==> src/rtl/gsbp_pkg.sv <==
// Shared types, constants and microcode program for the Goertzel bin power block.
package gsbp_pkg;

	localparam int SampleW   = 16;
	localparam int CoefW     = 16;
	localparam int CountW    = 10;
	localparam int PowerW    = 23;
	localparam int FbW       = 18;
	localparam int ProdW     = FbW + SampleW;
	localparam int AccW      = ProdW + 2;
	localparam int CoefShift = 14;
	localparam int PowShift  = 15;
	localparam int GainShift = 4;
	localparam int StepW     = 4;

	localparam logic [CountW-1:0] BlockLenReset = CountW'(206);

	typedef logic [StepW-1:0] step_t;

	// Configuration register indexes.
	typedef enum logic {
		REG_COEFFICIENT  = 1'b0,
		REG_BLOCK_LENGTH = 1'b1
	} reg_idx_t;

	typedef enum logic [1:0] {
		A_D1 = 2'd0,
		A_D2 = 2'd1,
		A_FB = 2'd2
	} a_sel_t;

	typedef enum logic [1:0] {
		B_COEF = 2'd0,
		B_D1   = 2'd1,
		B_D2   = 2'd2
	} b_sel_t;

	typedef enum logic [1:0] {
		ACC_HOLD = 2'd0,
		ACC_LOAD = 2'd1,
		ACC_ADD  = 2'd2,
		ACC_SUB  = 2'd3
	} acc_op_t;

	typedef enum logic [1:0] {
		C_NEXT     = 2'd0,
		C_WAIT_IN  = 2'd1,
		C_NO_MATCH = 2'd2,
		C_WAIT_OUT = 2'd3
	} cond_t;

	typedef struct packed {
		logic    take_in;
		a_sel_t  a_sel;
		b_sel_t  b_sel;
		logic    recur;
		logic    fb_load;
		acc_op_t acc_op;
		logic    emit;
		cond_t   cond;
		step_t   target;
	} ctrl_word_t;

	typedef struct packed {
		logic match;
		logic out_busy;
	} dp_status_t;

	localparam step_t StepIdle = StepW'(0);
	localparam step_t StepLast = StepW'(9);

	function automatic ctrl_word_t ucode(input step_t step);
		ctrl_word_t w;
		w.take_in = 1'b0;
		w.a_sel   = A_D1;
		w.b_sel   = B_COEF;
		w.recur   = 1'b0;
		w.fb_load = 1'b0;
		w.acc_op  = ACC_HOLD;
		w.emit    = 1'b0;
		w.cond    = C_NEXT;
		w.target  = StepIdle;
		case (step)
			4'd0: begin
				w.take_in = 1'b1;
				w.cond    = C_WAIT_IN;
			end
			4'd1: begin
				w.a_sel = A_D1;
				w.b_sel = B_COEF;
			end
			4'd2: begin
				w.recur = 1'b1;
			end
			4'd3: begin
				w.cond = C_NO_MATCH;
			end
			4'd4: begin
				w.a_sel = A_D1;
				w.b_sel = B_COEF;
			end
			4'd5: begin
				w.fb_load = 1'b1;
				w.a_sel   = A_D1;
				w.b_sel   = B_D1;
			end
			4'd6: begin
				w.acc_op = ACC_LOAD;
				w.a_sel  = A_D2;
				w.b_sel  = B_D2;
			end
			4'd7: begin
				w.acc_op = ACC_ADD;
				w.a_sel  = A_FB;
				w.b_sel  = B_D2;
			end
			4'd8: begin
				w.acc_op = ACC_SUB;
			end
			4'd9: begin
				w.emit = 1'b1;
				w.cond = C_WAIT_OUT;
			end
			default: begin
				w.cond = C_NO_MATCH;
			end
		endcase
		return w;
	endfunction

endpackage

==> src/rtl/gsbp_seq.sv <==
// Microcode sequencer: step counter, control store and conditional jumps.
module gsbp_seq import gsbp_pkg::*; (
	input  logic       clk,
	input  logic       arst_n,
	input  logic       in_valid,
	input  dp_status_t status,
	output ctrl_word_t ctrl
);

	step_t pc_q;
	step_t pc_next;

	assign ctrl = ucode(pc_q);

	always_comb begin
		pc_next = pc_q + StepW'(1);
		case (ctrl.cond)
			C_NEXT:     pc_next = pc_q + StepW'(1);
			C_WAIT_IN:  pc_next = in_valid ? pc_q + StepW'(1) : pc_q;
			C_NO_MATCH: pc_next = status.match ? pc_q + StepW'(1) : ctrl.target;
			C_WAIT_OUT: pc_next = status.out_busy ? pc_q : ctrl.target;
			default:    pc_next = ctrl.target;
		endcase
	end

	always_ff @(posedge clk or negedge arst_n) begin
		if (!arst_n) begin
			pc_q <= StepIdle;
		end else begin
			pc_q <= pc_next;
		end
	end

`ifndef NO_ASSERTIONS
	a_pc_range: assert property (@(posedge clk) disable iff (!arst_n)
		pc_q <= StepLast)
		else $error("step counter past end of program");

	a_take_advance: assert property (@(posedge clk) disable iff (!arst_n)
		(ctrl.take_in && in_valid) |=> (pc_q == StepIdle + StepW'(1)))
		else $error("accepted word did not start the update");

	a_emit_match: assert property (@(posedge clk) disable iff (!arst_n)
		ctrl.emit |-> status.match)
		else $error("result step reached without block end");
`endif

endmodule

==> src/rtl/gsbp_dp.sv <==
// Datapath: delays, shared multiplier, accumulator, counter and output register.
module gsbp_dp import gsbp_pkg::*; (
	input  logic                     clk,
	input  logic                     arst_n,
	input  ctrl_word_t               ctrl,
	input  logic                     in_valid,
	input  logic signed [SampleW-1:0] sample_in,
	input  logic signed [CoefW-1:0]  coefficient,
	input  logic        [CountW-1:0] block_length,
	input  logic                     out_stall,
	output logic                     out_valid,
	output logic signed [PowerW-1:0] bin_power,
	output dp_status_t               status
);

	logic signed [SampleW-1:0] x_q;
	logic signed [SampleW-1:0] d1_q;
	logic signed [SampleW-1:0] d2_q;
	logic        [CountW-1:0]  cnt_q;
	logic        [CountW-1:0]  cnt_next;
	logic                      match_q;
	logic signed [FbW-1:0]     fb_q;
	logic signed [ProdW-1:0]   prod_q;
	logic signed [ProdW-1:0]   prod_c;
	logic signed [AccW-1:0]    acc_q;
	logic signed [AccW-1:0]    prod_ext;
	logic signed [FbW-1:0]     mul_a;
	logic signed [SampleW-1:0] mul_b;
	logic        [SampleW-1:0] fresh;
	logic                      out_valid_q;
	logic signed [PowerW-1:0]  bin_power_q;
	logic                      out_busy;
	logic                      do_emit;

	assign out_busy = out_valid_q && out_stall;
	assign do_emit  = ctrl.emit && !out_busy;
	assign cnt_next = cnt_q + CountW'(1);

	always_comb begin
		case (ctrl.a_sel)
			A_D1:    mul_a = {{(FbW-SampleW){d1_q[SampleW-1]}}, d1_q};
			A_D2:    mul_a = {{(FbW-SampleW){d2_q[SampleW-1]}}, d2_q};
			A_FB:    mul_a = fb_q;
			default: mul_a = '0;
		endcase
		case (ctrl.b_sel)
			B_COEF:  mul_b = coefficient;
			B_D1:    mul_b = d1_q;
			B_D2:    mul_b = d2_q;
			default: mul_b = '0;
		endcase
	end

	assign prod_c   = mul_a * mul_b;
	assign prod_ext = {{(AccW-ProdW){prod_q[ProdW-1]}}, prod_q};
	// Low bits of the floor-shifted feedback are all the wrapped sum needs.
	assign fresh    = x_q - d2_q + prod_q[CoefShift+SampleW-1:CoefShift];

	always_ff @(posedge clk) begin
		prod_q <= prod_c;
		if (ctrl.take_in && in_valid) begin
			x_q <= sample_in;
		end
		if (ctrl.fb_load) begin
			fb_q <= prod_q[CoefShift+FbW-1:CoefShift];
		end
		case (ctrl.acc_op)
			ACC_HOLD: acc_q <= acc_q;
			ACC_LOAD: acc_q <= prod_ext;
			ACC_ADD:  acc_q <= acc_q + prod_ext;
			ACC_SUB:  acc_q <= acc_q - prod_ext;
			default:  acc_q <= acc_q;
		endcase
		if (do_emit) begin
			bin_power_q <= {acc_q[PowShift+PowerW-GainShift-1:PowShift], {GainShift{1'b0}}};
		end
	end

	always_ff @(posedge clk or negedge arst_n) begin
		if (!arst_n) begin
			d1_q        <= '0;
			d2_q        <= '0;
			cnt_q       <= '0;
			match_q     <= 1'b0;
			out_valid_q <= 1'b0;
		end else begin
			if (ctrl.recur) begin
				d2_q    <= d1_q;
				d1_q    <= fresh;
				cnt_q   <= cnt_next;
				match_q <= (cnt_next == block_length);
			end else if (do_emit) begin
				d1_q    <= '0;
				d2_q    <= '0;
				cnt_q   <= '0;
				match_q <= 1'b0;
			end
			if (do_emit) begin
				out_valid_q <= 1'b1;
			end else if (!out_stall) begin
				out_valid_q <= 1'b0;
			end
		end
	end

	assign out_valid       = out_valid_q;
	assign bin_power       = bin_power_q;
	assign status.match    = match_q;
	assign status.out_busy = out_busy;

endmodule

==> src/rtl/goertzel_single_bin_power_top.sv <==
// Top level of the Goertzel single-bin power detector.
//
// Input channel: one signed 16-bit sample word per handshake (in_valid/in_stall).
// Output channel: one signed 23-bit power word per finished block
// (out_valid/out_stall).
// Configuration: write_en/write_index/write_data set the Q14 coefficient
// (index 0) and the block length (index 1); write only while the block is idle.
// Sequencing: a small microcode program drives one shared
// 18x16 multiplier. A sample that does not end a block passes through the
// steps accept, multiply, update and test before the next acceptance. The
// sample that ends a block runs 6 more steps through the same multiplier for
// d1^2, d2^2 and the cross term; its power word is registered at the result
// step, after which the program returns to take the next sample.
// The output register holds a finished word while the receiver stalls; the
// program waits at its result step only if a previous word is still unclaimed.
// Reset: clears both delays, the sample counter, the output valid flag, the
// coefficient to zero and the block length to 206.
module goertzel_single_bin_power_top import gsbp_pkg::*; (
	input  logic                      clk,
	input  logic                      arst_n,
	input  logic                      in_valid,
	output logic                      in_stall,
	input  logic signed [SampleW-1:0] sample_in,
	output logic                      out_valid,
	input  logic                      out_stall,
	output logic signed [PowerW-1:0]  bin_power,
	input  logic                      write_en,
	input  logic                      write_index,
	input  logic        [CoefW-1:0]   write_data
);

	logic signed [CoefW-1:0]  coefficient_q;
	logic        [CountW-1:0] block_length_q;
	ctrl_word_t               ctrl;
	dp_status_t               status;
	reg_idx_t                 wr_idx;

	assign wr_idx = reg_idx_t'(write_index);

	// Hold configuration; update on a write strobe.
	always_ff @(posedge clk or negedge arst_n) begin
		if (!arst_n) begin
			coefficient_q  <= '0;
			block_length_q <= BlockLenReset;
		end else if (write_en) begin
			case (wr_idx)
				REG_COEFFICIENT:  coefficient_q  <= write_data;
				REG_BLOCK_LENGTH: block_length_q <= write_data[CountW-1:0];
				default:          coefficient_q  <= coefficient_q;
			endcase
		end
	end

	// Stall the sender except at the program's input step.
	assign in_stall = !ctrl.take_in;

	gsbp_seq u_seq (
		.clk      (clk),
		.arst_n   (arst_n),
		.in_valid (in_valid),
		.status   (status),
		.ctrl     (ctrl)
	);

	gsbp_dp u_dp (
		.clk          (clk),
		.arst_n       (arst_n),
		.ctrl         (ctrl),
		.in_valid     (in_valid),
		.sample_in    (sample_in),
		.coefficient  (coefficient_q),
		.block_length (block_length_q),
		.out_stall    (out_stall),
		.out_valid    (out_valid),
		.bin_power    (bin_power),
		.status       (status)
	);

endmodule

==> config.mk <==
export PLATFORM = sky130hd
export DESIGN_NAME = goertzel_single_bin_power_top
export DESIGN_NICKNAME = d
export VERILOG_FILES = /design/src/rtl/gsbp_pkg.sv /design/src/rtl/gsbp_seq.sv /design/src/rtl/gsbp_dp.sv /design/src/rtl/goertzel_single_bin_power_top.sv
export SDC_FILE = /design/constraint.sdc
export NUM_CORES = 1
export LEC_CHECK = 0
export ABC_CLOCK_PERIOD_IN_PS = 16200
export BUFFER_PORTS_ARGS = -buffer_cell sky130_fd_sc_hd__buf_2
export CELL_PAD_IN_SITES_DETAIL_PLACEMENT = 0
export CELL_PAD_IN_SITES_GLOBAL_PLACEMENT = 1
export CORE_MARGIN = 3
export CORE_UTILIZATION = 55
export CTS_BUF_LIST = sky130_fd_sc_hd__clkbuf_4
export DETAILED_ROUTE_END_ITERATION = 8
export GPL_TIMING_DRIVEN = 0
export PLACE_DENSITY = 0.92
export SETUP_SLACK_MARGIN = 0.1
export SYNTH_ARGS = -nofsm -noshare
export SYNTH_HDL_FRONTEND = slang
export SYNTH_SLANG_ARGS = --single-unit
==> constraint.sdc <==
create_clock -name clk -period 16.2 [get_ports clk]
set_clock_uncertainty 0.15 [all_clocks]
set_input_delay 3.24 -clock clk [delete_from_list [all_inputs] [get_ports clk]]
set_output_delay 3.24 -clock clk [all_outputs]
set_load 0.02 [all_outputs]
==> impl_metrics.toml <==
[status]
status = "finished clean"

[placement]
gp_congestion = 0.974
post-place-ws_ns = 4.87
dpl-instance-area_sq_um = 22800
dpl.hpwl_um = 49400
io_buffers = 58

[detailed_routing]
top_layer = "met4"
drc = 0
post_drt_via_cell_ratio = 5.66
ant_nets = 0
dr_wl_met2_um = 28300
firstDrtPassIters = 7
via_count = 16892
wl_met3_um = 5230
drt_iter0_drc = 1494
post_drt_wl_per_cell_um = 20.2
wl_met1_um = 24800
drt-total-wl_um = 60300

[global_routing]
grt_start_max_net_pins = 75
antenna_found_initial = 3
grt_pass1_wl_um = 96000
grt_pass1_vias = 17511
overflow = 0
grt_usage = 0.299

[synth]
synthMuxAreaShare = 0.0180
synth_warnings = 0
yosys_register_bits = 195
yosysMostFrequentCell = "inv_1"
synth_top_area_share = 0.280
ys_top_cells_by_area = "fa_1, edfxtp_1, ha_1, dfrtp_1, inv_1"
yosys.area_share.adder = 0.361
synth_compound_gate_area_share = 0.115
synth-edff-count = 87
synth_top_family_by_area = "adder cells"
avgSynthCellArea_sq_um = 9.23
synth_flop_cell = "edfxtp_1"
syn-cell-area_sq_um = 21900
synthTopCellsByCount = "inv_1, fa_1, nor2_1"
synthXorXnorAreaFrac = 0.0524
async_flop_share = 0.379
synthSimpleGateAreaFrac = 0.127
yosysSeqAreaShare = 0.236
synth_cell_types = 77
synthCells = 2368
synth_top_area_cell = "fa_1"

[critical_path]
crit_path_start_kind = "flip-flop"
worst_setup_path_end_kind = "flip-flop"
crit_top_cell = "fa_1"
path_max_fanout = 10
max_stage_delay_ns = 1.15
crit_type = "reg2reg"
arrival_ns = 11.34
critPathSlowestCell = "a21oi_1"
required_ns = 16.52

[finish]
fin_nets = 2937
fillers = 3443
final_cell_area_sq_um = 23200
drive_above_1_share = 0.0677
areaGrowthSynthToFinish_pct = 6.28

[floorplan]
core_sq_um = 38900
die_w_um = 205
top_level_ports = 63
die_height_um = 205
dieArea_sq_um = 42200
start_util = 0.562
rows = 72

[sta]
worst_pin_slew_ns = 1.44
fin_tns_setup_ns = 0
finalCritPeriodShare = 0.681
hold_viol = 0
clock.fmax_ghz = 0.0907
setup_viol = 0
maxSlewViolCount = 0
slew_headroom = 0.0397
min_period_ns = 11.03
rsz0062_at_grt = "false"
layout_setup_ws_ns = 5.17

[run]
cap_violations = 0

[cts]
clock_path_buffers = 2
clk_pin_slew_ns = 0.16
cts_buffers = 17
ctsResizeCount = 0
htreeDepth = 4
cts_root_buf = "clkbuf_4"
clock-sinks = 195
cts_tree = "built"
clock_latency_ns = 0.66
cts_hold_buf = 0
post_cts_buffers = 0

[hold_path]
min_path_type = "reg2reg"
==> final timing paths <==
path,endpoint,start,slack [ns],cells past startpoint
max,u_dp.prod_q[33],u_seq.pc_q[0],5.17,30
min,u_dp.bin_power[12],u_dp.acc_q[23],0.35,0
max reg2reg,u_dp.prod_q[33],u_seq.pc_q[0],5.17,30
min reg2reg,u_dp.bin_power[12],u_dp.acc_q[23],0.35,0
max in group asynchronous,u_dp.d1_q[11],arst_n,12.75,1
min in group asynchronous,u_dp.cnt_q[2],arst_n,2.55,1
==> cells in the final DEF, fill, tap and decap left out, types with 20 or more instances in the layout <==
| cell type | Yosys | final |
|---|---|---|
| xor2_1 | 44 | 44 |
| dfxtp_1 | 34 | 34 |
| nand2_1 | 240 | 239 |
| dfrtp_1 | 69 | 69 |
| clkbuf_1 | 64 | 62 |
| buf_2 | 2 | 60 |
| nand2b_1 | 24 | 24 |
| o21a_1 | 20 | 20 |
| ha_1 | 141 | 141 |
| nor2_1 | 253 | 252 |
| a21oi_1 | 122 | 122 |
| a21o_1 | 45 | 45 |
| o21ai_0 | 102 | 102 |
| mux2_2 | 27 | 27 |
| xnor2_1 | 85 | 85 |
| edfxtp_1 | 87 | 87 |
| inv_1 | 442 | 442 |
| nand3_1 | 26 | 26 |
| fa_1 | 306 | 306 |
==> layer usage <==
| layer | track usage | up-vias |
|---|---|---|
| li1 | - | 7731 |
| met1 | 0.404 | 8391 |
| met2 | 0.481 | 676 |
| met4 | 0.103 | 0 |
| met3 | 0.0639 | 94 |
| met5 | 0 | - |
==> worst max-delay path, delay by kind of cell, from the launching register on <==
family,cells,cell delay [ns]
compound gates,8,3.23
buf+inv,7,1.58
simple gates,7,1.87
flops,1,0.46
fa+ha+maj,8,3.58
==> area by class of cell <==
| type | count | area [sq um] | area share |
|---|---|---|---|
| inverter | 442 | 1660 | 0.0714 |
| multi-input combinational | 1659 | 14800 | 0.636 |
| antenna | 2 | 5.00 | 0.000215 |
| timing repair buffer | 62 | 324 | 0.0140 |
| sequential | 195 | 5150 | 0.222 |
| tap | 518 | 648 | 0.0279 |
| buffer | 75 | 309 | 0.0133 |
| clock buffer | 19 | 143 | 0.00614 |
| clock inverter | 13 | 219 | 0.00943 |
==> per-stage QoR <==
stage | hold slack [ns] | instances | util
2_1_floorplan | 0.256 | 2371 | -
3_3_place_gp | 0.299 | 2947 | 0.586
3_5_place_dp | 0.304 | 2950 | 0.587
4_1_cts | 0.347 | 2982 | 0.596
5_1_grt | 0.363 | 2984 | 0.597
6_report | 0.346 | 2985 | 0.597
==> state kept, by name (all words and copies together), names as in the netlist <==
register and cells:
coefficient_q 16, u_dp.bin_power 19, u_dp.cnt_q 10, u_dp.match_q 1, u_dp.x_q 16, block_length_q 10, u_dp.acc_q 34, u_seq.pc_q 4
u_dp.prod_q 34, u_dp.d1_q 16, u_dp.fb_q 18, u_dp.d2_q 16, u_dp.out_valid 1
==> cell families after synthesis <==
| family | Yosys count |
|---|---|
| simple gates | 641 |
| buf+inv | 517 |
| fa+ha+maj | 447 |
| compound gates | 401 |
| flops | 195 |
| xor+xnor | 130 |
| mux | 36 |
| other cells | 1 |
Power is left out: the tool's default activity adds up to more than one toggle a clock period on the data nets, which glitch-free logic cannot reach.
